--- config.mk ---
export PLATFORM = sky130hd
export DESIGN_NAME = lifo_stack_with_reverse_flat
export DESIGN_NICKNAME = d
export VERILOG_FILES = /design/src/hdl/lsr_pkg.sv /design/src/hdl/lsr_if.sv /design/src/hdl/lsr_ram.sv /design/src/hdl/lifo_stack_with_reverse.sv /design/src/flat_wrapper.sv
export SDC_FILE = /design/constraint.sdc
export NUM_CORES = 2
export LEC_CHECK = 0
export BUFFER_PORTS_ARGS = -buffer_cell sky130_fd_sc_hd__buf_2
export CAP_MARGIN = 10
export CORE_ASPECT_RATIO = 1.5
export CORE_MARGIN = 2
export CORE_UTILIZATION = 50
export CTS_BUF_LIST = sky130_fd_sc_hd__clkbuf_2 sky130_fd_sc_hd__clkbuf_4 sky130_fd_sc_hd__clkbuf_8
export CTS_CLUSTER_SIZE = 24
export DETAILED_ROUTE_END_ITERATION = 10
export GPL_TIMING_DRIVEN = 0
export PLACE_DENSITY = 0.66
export RECOVER_POWER = 25
export SLEW_MARGIN = 20
export SYNTH_ARGS = -nofsm -noshare
export SYNTH_HDL_FRONTEND = slang
export SYNTH_SLANG_ARGS = --single-unit
--- constraint.sdc ---
create_clock -name clk -period 4.2 [get_ports clk]
set_clock_uncertainty 0.1 [all_clocks]
set_input_delay 0.42 -clock clk [delete_from_list [all_inputs] [get_ports clk]]
set_output_delay 0.42 -clock clk [all_outputs]
set_load 0.02 [all_outputs]
--- src/hdl/lsr_pkg.sv ---
// Package for the LIFO stack with reverse: request, status and FSM state codes.
// No dependencies.

package lsr_pkg;

  typedef enum logic [2:0] {
    REQ_PUSH     = 3'd0,
    REQ_POP      = 3'd1,
    REQ_PEEK_TOP = 3'd2,
    REQ_PEEK_SEC = 3'd3,
    REQ_REVERSE  = 3'd4
  } req_t;

  typedef enum logic [1:0] {
    ST_OK    = 2'd0,
    ST_UNDER = 2'd1,
    ST_OVER  = 2'd2
  } status_t;

  typedef enum logic [2:0] {
    S_IDLE,
    S_READ,
    S_REV_RD,
    S_REV_WLO,
    S_REV_WHI
  } state_t;

  localparam int REQ_BITS  = 3;
  localparam int WORD_BITS = 32;
  localparam int FILL_BITS = 6;

endpackage

--- src/hdl/lsr_if.sv ---
// Valid/ready channel interfaces for the LIFO stack: request and result.
// Depends on lsr_pkg.

interface lsr_in_if;
  import lsr_pkg::*;
  logic                 valid;
  logic                 ready;
  logic [REQ_BITS-1:0]  req_type;
  logic [WORD_BITS-1:0] push_value;

  modport source (output valid, output req_type, output push_value, input ready);
  modport sink   (input valid, input req_type, input push_value, output ready);
endinterface

interface lsr_out_if;
  import lsr_pkg::*;
  logic                 valid;
  logic                 ready;
  logic [WORD_BITS-1:0] read_value;
  logic [1:0]           status;
  logic [FILL_BITS-1:0] fill_count;
  logic                 is_empty;

  modport source (output valid, output read_value, output status, output fill_count,
                  output is_empty, input ready);
  modport sink   (input valid, input read_value, input status, input fill_count,
                  input is_empty, output ready);
endinterface

--- src/hdl/lsr_ram.sv ---
// Generic RAM: one write port, two read ports, registered read data.
// No dependencies.

module lsr_ram #(
  parameter int WIDTH = 32,
  parameter int DEPTH = 32
) (
  input  logic                     clk,
  input  logic                     we,
  input  logic [$clog2(DEPTH)-1:0] waddr,
  input  logic [WIDTH-1:0]         wdata,
  input  logic [$clog2(DEPTH)-1:0] raddr_a,
  output logic [WIDTH-1:0]         rdata_a,
  input  logic [$clog2(DEPTH)-1:0] raddr_b,
  output logic [WIDTH-1:0]         rdata_b
);

  logic [WIDTH-1:0] mem [DEPTH];

  always_ff @(posedge clk) begin
    if (we) begin
      mem[waddr] <= wdata;
    end
    rdata_a <= mem[raddr_a];
    rdata_b <= mem[raddr_b];
  end

endmodule

--- src/hdl/lifo_stack_with_reverse.sv ---
// LIFO stack with in-place reverse: control FSM around one stack RAM.
// Depends on lsr_pkg, lsr_if (lsr_in_if, lsr_out_if) and lsr_ram.
//
//   channel  | dir | contents
//   in_ch    | in  | req_type, push_value
//   out_ch   | out | read_value, status, fill_count, is_empty
//
// Push, refused requests and unknown codes load the result straight from S_IDLE.
// Pop and peeks go through S_READ (registered RAM read). Reverse of n >= 2 entries:
// one swap per S_REV_RD, S_REV_WLO, S_REV_WHI pass, through the single RAM write port.
// Reset is synchronous; the RAM is not cleared, only the count, state and result valid.
// A request is taken only when idle and the result register is free or being read.

module lifo_stack_with_reverse
  import lsr_pkg::*;
#(
  parameter int DEPTH     = 32,
  parameter int ITEM_BITS = 32
) (
  input logic clk,
  input logic rst_n,
  lsr_in_if.sink    in_ch,
  lsr_out_if.source out_ch
);

  localparam int AW = $clog2(DEPTH);
  localparam int CW = $clog2(DEPTH + 1);

  state_t               state_r, state_nxt;
  logic [CW-1:0]        count_r, count_nxt;
  logic [AW-1:0]        lo_r, lo_nxt, hi_r, hi_nxt;
  logic [ITEM_BITS-1:0] save_r, save_nxt;

  logic                 out_valid_r;
  logic [WORD_BITS-1:0] out_read_r;
  logic [1:0]           out_status_r;
  logic [FILL_BITS-1:0] out_fill_r;
  logic                 out_empty_r;

  logic                 accept;
  logic                 full, has1, has2, rev_more;
  logic [CW-1:0]        cnt_m1, cnt_m2;
  logic [AW:0]          lo_p2;

  logic                 ram_we;
  logic [AW-1:0]        ram_waddr, ram_raddr_a, ram_raddr_b;
  logic [ITEM_BITS-1:0] ram_wdata, ram_rdata_a, ram_rdata_b;

  logic                 res_load;
  logic [WORD_BITS-1:0] res_read;
  status_t              res_status;

  logic [ITEM_BITS+WORD_BITS-1:0] push_ext, rd_ext;
  logic [CW+FILL_BITS-1:0]        fill_ext;

  assign in_ch.ready = (state_r == S_IDLE) && (!out_valid_r || out_ch.ready);
  assign accept      = in_ch.valid && in_ch.ready;

  assign full     = (count_r == CW'(DEPTH));
  assign has1     = (count_r != '0);
  assign has2     = (count_r >= CW'(2));
  assign cnt_m1   = count_r - CW'(1);
  assign cnt_m2   = count_r - CW'(2);
  assign lo_p2    = {1'b0, lo_r} + (AW + 1)'(2);
  assign rev_more = lo_p2 < {1'b0, hi_r};

  assign push_ext = {{ITEM_BITS{1'b0}}, in_ch.push_value};
  assign rd_ext   = {{WORD_BITS{1'b0}}, ram_rdata_a};
  assign fill_ext = {{FILL_BITS{1'b0}}, count_nxt};

  lsr_ram #(
    .WIDTH (ITEM_BITS),
    .DEPTH (DEPTH)
  ) u_ram (
    .clk     (clk),
    .we      (ram_we),
    .waddr   (ram_waddr),
    .wdata   (ram_wdata),
    .raddr_a (ram_raddr_a),
    .rdata_a (ram_rdata_a),
    .raddr_b (ram_raddr_b),
    .rdata_b (ram_rdata_b)
  );

  // next state and stack pointers
  always_comb begin
    state_nxt = state_r;
    count_nxt = count_r;
    lo_nxt    = lo_r;
    hi_nxt    = hi_r;
    save_nxt  = save_r;
    case (state_r)
      S_IDLE: begin
        if (accept) begin
          case (in_ch.req_type)
            REQ_PUSH: begin
              if (!full) count_nxt = count_r + CW'(1);
            end
            REQ_POP: begin
              if (has1) begin
                count_nxt = cnt_m1;
                state_nxt = S_READ;
              end
            end
            REQ_PEEK_TOP: begin
              if (has1) state_nxt = S_READ;
            end
            REQ_PEEK_SEC: begin
              if (has2) state_nxt = S_READ;
            end
            REQ_REVERSE: begin
              if (has2) begin
                lo_nxt    = '0;
                hi_nxt    = cnt_m1[AW-1:0];
                state_nxt = S_REV_RD;
              end
            end
            default: ;
          endcase
        end
      end
      S_READ:    state_nxt = S_IDLE;
      S_REV_RD:  state_nxt = S_REV_WLO;
      S_REV_WLO: begin
        save_nxt  = ram_rdata_a;
        state_nxt = S_REV_WHI;
      end
      S_REV_WHI: begin
        lo_nxt    = lo_r + AW'(1);
        hi_nxt    = hi_r - AW'(1);
        state_nxt = rev_more ? S_REV_RD : S_IDLE;
      end
      default:   state_nxt = S_IDLE;
    endcase
  end

  // RAM control and result generation
  always_comb begin
    ram_we      = 1'b0;
    ram_waddr   = count_r[AW-1:0];
    ram_wdata   = push_ext[ITEM_BITS-1:0];
    ram_raddr_a = cnt_m1[AW-1:0];
    ram_raddr_b = hi_r;
    res_load    = 1'b0;
    res_read    = '0;
    res_status  = ST_OK;
    case (state_r)
      S_IDLE: begin
        if (in_ch.req_type == REQ_PEEK_SEC) ram_raddr_a = cnt_m2[AW-1:0];
        if (accept) begin
          case (in_ch.req_type)
            REQ_PUSH: begin
              res_load = 1'b1;
              if (full) res_status = ST_OVER;
              else ram_we = 1'b1;
            end
            REQ_POP, REQ_PEEK_TOP: begin
              if (!has1) begin
                res_load   = 1'b1;
                res_status = ST_UNDER;
              end
            end
            REQ_PEEK_SEC: begin
              if (!has2) begin
                res_load   = 1'b1;
                res_status = ST_UNDER;
              end
            end
            REQ_REVERSE: res_load = !has2;
            default:     res_load = 1'b1;
          endcase
        end
      end
      S_READ: begin
        res_load = 1'b1;
        res_read = rd_ext[WORD_BITS-1:0];
      end
      S_REV_RD: begin
        ram_raddr_a = lo_r;
        ram_raddr_b = hi_r;
      end
      S_REV_WLO: begin
        ram_we    = 1'b1;
        ram_waddr = lo_r;
        ram_wdata = ram_rdata_b;
      end
      S_REV_WHI: begin
        ram_we    = 1'b1;
        ram_waddr = hi_r;
        ram_wdata = save_r;
        res_load  = !rev_more;
      end
      default: ;
    endcase
  end

  always_ff @(posedge clk) begin
    if (!rst_n) begin
      state_r     <= S_IDLE;
      count_r     <= '0;
      out_valid_r <= 1'b0;
    end else begin
      state_r <= state_nxt;
      count_r <= count_nxt;
      if (res_load) out_valid_r <= 1'b1;
      else if (out_ch.ready) out_valid_r <= 1'b0;
    end
  end

  always_ff @(posedge clk) begin
    lo_r   <= lo_nxt;
    hi_r   <= hi_nxt;
    save_r <= save_nxt;
    if (res_load) begin
      out_read_r   <= res_read;
      out_status_r <= res_status;
      out_fill_r   <= fill_ext[FILL_BITS-1:0];
      out_empty_r  <= (count_nxt == '0);
    end
  end

  assign out_ch.valid      = out_valid_r;
  assign out_ch.read_value = out_read_r;
  assign out_ch.status     = out_status_r;
  assign out_ch.fill_count = out_fill_r;
  assign out_ch.is_empty   = out_empty_r;

  a_count_bound: assert property (@(posedge clk) disable iff (!rst_n)
    count_r <= CW'(DEPTH))
    else $error("entry count above DEPTH");

  a_no_result_clobber: assert property (@(posedge clk) disable iff (!rst_n)
    res_load |-> (!out_valid_r || out_ch.ready))
    else $error("result overwrites an untaken transaction");

  a_over_when_full: assert property (@(posedge clk) disable iff (!rst_n)
    (res_load && res_status == ST_OVER) |-> full)
    else $error("overflow flagged while not full");

  a_pop_count: assert property (@(posedge clk) disable iff (!rst_n)
    (accept && in_ch.req_type == REQ_POP && has1) |=> count_r == $past(cnt_m1))
    else $error("pop did not decrement the count");

endmodule

--- src/flat_wrapper.sv ---
// flat-port wrapper written by rule: the top's interface ports become plain ports
module lifo_stack_with_reverse_flat import lsr_pkg::*;
#(
  parameter int DEPTH     = 32,
  parameter int ITEM_BITS = 32
)
  (clk, rst_n, in_ch_valid, in_ch_req_type, in_ch_push_value, in_ch_ready, out_ch_valid, out_ch_read_value, out_ch_status, out_ch_fill_count, out_ch_is_empty, out_ch_ready);
  lsr_in_if in_ch_i ();
  lsr_out_if out_ch_i ();
  input logic clk;
  input logic rst_n;
  input wire logic [$bits(in_ch_i.valid)-1:0] in_ch_valid;
  input wire logic [$bits(in_ch_i.req_type)-1:0] in_ch_req_type;
  input wire logic [$bits(in_ch_i.push_value)-1:0] in_ch_push_value;
  output wire logic [$bits(in_ch_i.ready)-1:0] in_ch_ready;
  output wire logic [$bits(out_ch_i.valid)-1:0] out_ch_valid;
  output wire logic [$bits(out_ch_i.read_value)-1:0] out_ch_read_value;
  output wire logic [$bits(out_ch_i.status)-1:0] out_ch_status;
  output wire logic [$bits(out_ch_i.fill_count)-1:0] out_ch_fill_count;
  output wire logic [$bits(out_ch_i.is_empty)-1:0] out_ch_is_empty;
  input wire logic [$bits(out_ch_i.ready)-1:0] out_ch_ready;
  assign in_ch_i.valid = in_ch_valid;
  assign in_ch_i.req_type = in_ch_req_type;
  assign in_ch_i.push_value = in_ch_push_value;
  assign in_ch_ready = in_ch_i.ready;
  assign out_ch_valid = out_ch_i.valid;
  assign out_ch_read_value = out_ch_i.read_value;
  assign out_ch_status = out_ch_i.status;
  assign out_ch_fill_count = out_ch_i.fill_count;
  assign out_ch_is_empty = out_ch_i.is_empty;
  assign out_ch_i.ready = out_ch_ready;
  lifo_stack_with_reverse #(.DEPTH(DEPTH), .ITEM_BITS(ITEM_BITS)) u_core (.clk(clk), .rst_n(rst_n), .in_ch(in_ch_i), .out_ch(out_ch_i));
endmodule
== Word-level counts from Yosys, hierarchy flattened ==
Memories as Yosys holds them, arrays and structs flattened. A register that Yosys moved wholly into a read port is not among the register bits.
Cells that the tools add are included.
Widths: inputs -> output; s select.

* Flip-flop bits (word level): 93
* Bits in writable memories: 1024
* Input bits: 39
* Memories kept: 1

{| class="wikitable"
|+ Memory list
! memory !! words !! bits a word !! read ports !! clocked after Yosys merged registers in !! write ports !! line !! RTL
|-
| u_core.u_ram.mem || 32 || 32 || 2 || 2 || 1 || lsr_ram.sv:18 || <nowiki>logic [WIDTH-1:0] mem [DEPTH];</nowiki>
|}

* Add/subtract/negate cells: 6
* $lt $le $gt $ge: 2
* Eq/ne operators: 16
* Multiplexer cells: 41
* Reduce and logical (&&, ||, !) cells: 17

{| class="wikitable"
|+ Operator list
! cell !! count
|-
| $pmux 32 s2 || 1
|-
| $pmux 5 s2 || 4
|-
| $mux 5 || 7
|-
| $mux 6 || 4
|-
| $eq 3x2->1 const B || 4
|-
| $mux 1 || 12
|-
| $mux 3 || 4
|-
| $pmux 3 s4 || 1
|-
| $pmux 6 s2 || 1
|-
| $ne 3x2->1 const B || 3
|-
| $pmux 3 s3 || 1
|-
| $add 5x2->6 const B || 1
|-
| $add 6x1->6 const B || 1
|-
| $eq 3x1->1 const B || 2
|-
| $eq 3x3->1 const B || 2
|-
| $eq 6x6->1 const B || 1
|-
| $ge 6x2->1 const B || 1
|-
| $logic_not 3->1 || 2
|-
| $logic_not 6->1 || 1
|-
| $lt 6x5->1 || 1
|-
| $pmux 1 s3 || 2
|-
| $pmux 2 s3 || 1
|-
| $reduce_bool 6->1 || 1
|-
| $sub 6x1->6 const B || 1
|-
| other kinds (16) || 23
|}

== Longest topological paths before layout ==
* Depth after elaboration: 8
* Gate-level depth with buffers: 14
* Mapped depth without buffers: 10

== Modules after synthesis ==
From an unflattened synthesis, not the netlist that was laid out.

* Cells, all modules: 3896
* Area, all modules: 54872.6 sq um

{| class="wikitable"
|+ Modules (own cells, without submodules)
! module !! times used !! cells each !! area an instance (sq um)
|-
| lsr_ram || 1 || 3450 || 50045.5
|-
| lifo_stack_with_reverse || 1 || 446 || 4827.1
|}

== Worst setup path after synthesis ==
OpenSTA, ideal clock, no wires.

* Path type: register -> register
* Start: register u_core.state_r[1]
* End: memory u_core.u_ram.mem[20][0], enable pin
* Setup time: 0.421 ns
* Arrival: 3.360 ns
* Required time: 3.679 ns
* Slack: 0.319 ns
* Cell stages (with the launch flop): 11
* Cells stage by stage: dfxtp_1 buf_6 buf_2 nor2_1 and2_2 nor2_1 buf_2 and2_1 a221o_1 or3_1 nor2_1

* Word-level cells in the longest chain between the ends: 7
* Elaborated cells on any way between the ends: 11
* Those cells by class: eq/ne: 2; mux: 5; reduce/logical: 4

{| class="wikitable"
|+ Ends and longest elaborated chain
! item !! line !! RTL
|-
| start, declared || lifo_stack_with_reverse.sv:29 || <nowiki>state_t state_r, state_nxt;</nowiki>
|-
| start signal, assigned || lifo_stack_with_reverse.sv:203 || <nowiki>state_r <= state_nxt;</nowiki>
|-
| $logic_not 3->1 || lifo_stack_with_reverse.sv:56, lifo_stack_with_reverse.sv:147 ||
|-
| $logic_and 1x1->1 || lifo_stack_with_reverse.sv:56 || <nowiki>assign in_ch.ready = (state_r == S_IDLE) && (!out_valid_r || out_ch.ready);</nowiki>
|-
| $logic_and 1x1->1 || lifo_stack_with_reverse.sv:57 || <nowiki>assign accept = in_ch.valid && in_ch.ready;</nowiki>
|-
| $mux 1 || lifo_stack_with_reverse.sv:150 || <nowiki>if (accept) begin</nowiki>
|-
| $pmux 1 s2 || lifo_stack_with_reverse.sv:147 || <nowiki>case (state_r)</nowiki>
|-
| $mux 1 || lsr_ram.sv:21 || <nowiki>if (we) begin</nowiki>
|-
| $mux 1 (implied by the code) || lsr_ram.sv:22 || <nowiki>mem[waddr] <= wdata;</nowiki>
|-
| end, declared || lsr_ram.sv:18 ||
|}

Parallel ways exist; a longest one is shown, timed or not.

==> metrics.csv <==
stage;metric;value;unit
run_status;status;finished, violations left;
run_status;failing checks;setup timing;
cts;Num CTS Buffers;173;
grt;largest net degree at the start of global routing;36;
grt;Total GRT Usage;37.0;%
routing;DRC Markers;0;
routing;post-DR vias/cell;6.92;
synthesis;Post-synth EDFFs;1107;
synthesis;Synth Register Bits;1181;
cts;Clock Latency Late Sink;0.92;ns
grt;met3 Use GR;9.33;%
synthesis;Synth Flop Type;edfxtp_1;
placement;GPL Wtd Cong;0.996;
critical_path;Max stage delay cell, worst path;clkdlybuf4s15_1;
floorplan;die height;407;µm
layout;Layout Cells excl Fill;6089;
routing;DR vias;42114;
synthesis;post-synth top area share;61.3;%
synthesis;syn_nets;4230;
synthesis;post-synth top area cell;edfxtp_1;
grt;M1 GR Usage;40.3;%
cts;Max clock buf depth;3;
grt;global-route met2 utilization;61.5;%
routing;Iter 0 DRT Violations;6647;
critical_path;Crit Path Max Fanout;10;
synthesis;Mapped Area;54200;µm²
grt;global-route wire length before repair;287000;µm
routing;Total Wirelength;209000;µm
cts;Root Buffer;clkbuf_8;
critical_path;Critical Path RT;4.85;ns
run;Max Cap Viol;0;
placement;# port buffers;79;
layout;share of layout cells above drive strength 1;16.8;%
sta;worst-margin pin slew;1.31;ns
sta;fin crit period;4.38;ns
placement;Placed Cells;5718;
synthesis;top cells by area, synth;edfxtp_1, mux4_2, nand2_1;
synthesis;syn avg cell area;13.0;µm²
synthesis;Syn Inst Count;4177;
pwr;Peak supply drop;0.000285;V
pwr;PD cells;398;nW/µm²
layout;Core Util, Final;57.5;%
grt;busiest grt layer;met2;
layout;nets;4570;
sta;Slew headroom;12.6;%
placement;pre-CTS setup slack;-0.508;ns
worst_hold_path;hold crit path type;primary input to flip-flop;
floorplan;Top Ports;82;
synthesis;yosys warns;0;
floorplan;# rows;147;
floorplan;Starting Density;50.6;%
critical_path;CP endpoint kind;flip-flop;
layout;Area Overhead vs Synth;13.7;%
floorplan;Die W;273;µm
cts;CTS tree;yes;
floorplan;Die ar.;111000;µm²
sta;post-route clock period utilization;104;%
sta;final setup vio count;26;
floorplan;Placeable Area;107000;µm²
placement;hpwl dp;152000;µm
routing;DRT Pass-1 Iters;8;
synthesis;Async S/R FF share, synth;0;%
critical_path;Setup crit start kind;flip-flop;
sta;final hold vios;0;
routing;Antenna Nets Post-Route;0;
critical_path;critical path's largest stage delay;0.97;ns
synthesis;number of library cell types mapped by synthesis;64;
grt;vias in the first global route;41775;
critical_path;crit path kind;flip-flop to flip-flop;
cts;H-tree levels;4;
grt;Overflow after GRT;0;
critical_path;crit-path cells;buf_1 -> clkbuf_1 -> clkdlybuf4s15_1 -> mux4_2 -> o22ai_1 -> o31ai_1;
sta;Final Max Tran Viols;0;
cts;TritonCTS sink count;1181;
critical_path;crit path DAT;5.03;ns
synthesis;sequential fraction of the synthesis area;64.1;%
routing;routed length per instance;34.4;µm
grt;antenna violations before repair;12;
pwr;P_leak;22.1;nW
sta;highest clock rate;0.228;GHz
cts;Worst-path clk slew;0.07;ns
sta;unrepaired setup endpoints after global routing;true;
sta;final worst setup slack;-0.179;ns
==> registers in the layout, indices dropped and copies added, names as in the netlist <==
signal and flops:
u_core.out_ch.status 2, u_core.out_ch.fill_count 6, u_core.state_r 3, u_core.save_r 32, u_core.out_ch.valid 1, u_core.out_ch.read_value 32
u_core.out_ch.is_empty 1, u_core.u_ram.rdata_a 32, u_core.count_r 6, u_core.hi_r 5, u_core.u_ram.rdata_b 32, u_core.u_ram.mem 1024
u_core.lo_r 5
==> worst paths after layout <==
check,startpoint,to,slack (ns),cells past startpoint
worst min-delay path,in_ch_push_value[25],u_core.u_ram.mem[10][25],0.27,3
worst max-delay path,u_core.hi_r[1],u_core.u_ram.rdata_b[23],-0.18,6
worst max register to register,u_core.hi_r[1],u_core.u_ram.rdata_b[23],-0.18,6
worst min register to register,u_core.u_ram.rdata_a[2],u_core.save_r[2],0.32,0
==> Yosys cell counts (all sizes together) (33+ instances only) <==
master / number
a21oi: 487
o31ai: 33
a22oi: 288
dfxtp: 74
edfxtp: 1107
nor2: 63
clkbuf: 162
o22ai: 65
or3: 41
nand3: 139
mux4: 129
and3: 67
and2: 45
a221oi: 38
mux2i: 258
nand2: 727
o221ai: 131
buf: 184
a31oi: 33
==> stage by stage <==
stage / setup TNS (ns) / hold slack [ns] / total power, mW / area [µm²]
floorplan: 0 / 0.300 / 14.3 / 54200
global placement: -2380.59 / 0.310 / 15.2 / 56400
detailed placement: -13.37 / 0.307 / 15.2 / 57700
CTS: 0 / 0.244 / 24.4 / 61300
global route: -0.152 / 0.264 / 25.0 / 61600
finish: -0.398 / 0.270 / 24.5 / 61600
==> layer usage <==
metal | wire, µm | share of wire (%)
met1 | 64500 | 31
met2 | 102000 | 49
met3 | 24300 | 12
met4 | 18500 | 8.9
met5 | 46 | 0.022
==> worst max-delay path: cells and delay by family (launching register included) <==
kind / cells / cell delay [ns]
AOI/OAI and AO/OA: 2 / 0.65
buffers and inverters: 3 / 2.63
DFF: 1 / 0.43
muxes: 1 / 0.37
==> power by group <==
part / switching [mW] / total, mW / leakage, nW / internal [mW]
Sequential: 0.0701 / 13.1 / 10.6 / 13.0
Clock: 4.68 / 9.40 / 1.80 / 4.72
Combinational: 1.55 / 2.06 / 9.68 / 0.515
Total: 6.30 / 24.5 / 22.1 / 18.2
==> cells in the final DEF (no fill, tap or decap), drive strengths merged, types with 41 or more instances in the layout <==
cell and count:
mux2i 258, dfxtp 74, mux4 129, or3 41, a21oi 487, o22ai 65, clkinv 67, edfxtp 1107
a22oi 288, o221ai 131, clkbuf 454, nand2 727, and3 67, nand3 139, buf 287, nor2 63
and2 45
==> what timing repair did <==
item	CTS	global route
hold buffers	10	0
endpoints found under the hold margin	14	0
pin swaps	2	8
resized for setup	22	36
endpoints found under the setup margin	98	379
setup buffers	5	26
==> area by class of cell <==
cell class                 count  area [µm²]
fill                        8595       45600
sequential                  1181       34700
multi-input combinational   2637       18200
clock buffer                 242        2970
timing repair buffer         167        1830
tap                         1415        1770
buffer                       344        1600
clock inverter                81         452
inverter                      13        51.3
antenna                        9        22.5
==> kinds of logic (layout without fill, tap and decap cells) <==
group | count (synthesis) | in the layout | share of synthesized area (%)
other | 0 | 9 | 0
adders and majority gates | 14 | 14 | 0.323
buffers and inverters | 359 | 847 | 2.92
muxes | 388 | 388 | 10.2
and+or+nand+nor | 1115 | 1115 | 9.11
AOI/OAI and AO/OA | 1105 | 1105 | 13.2
DFF | 1181 | 1181 | 64.1
xor gates and xnor gates | 15 | 15 | 0.242
Note: power is estimated with default switching activity, not from simulation.
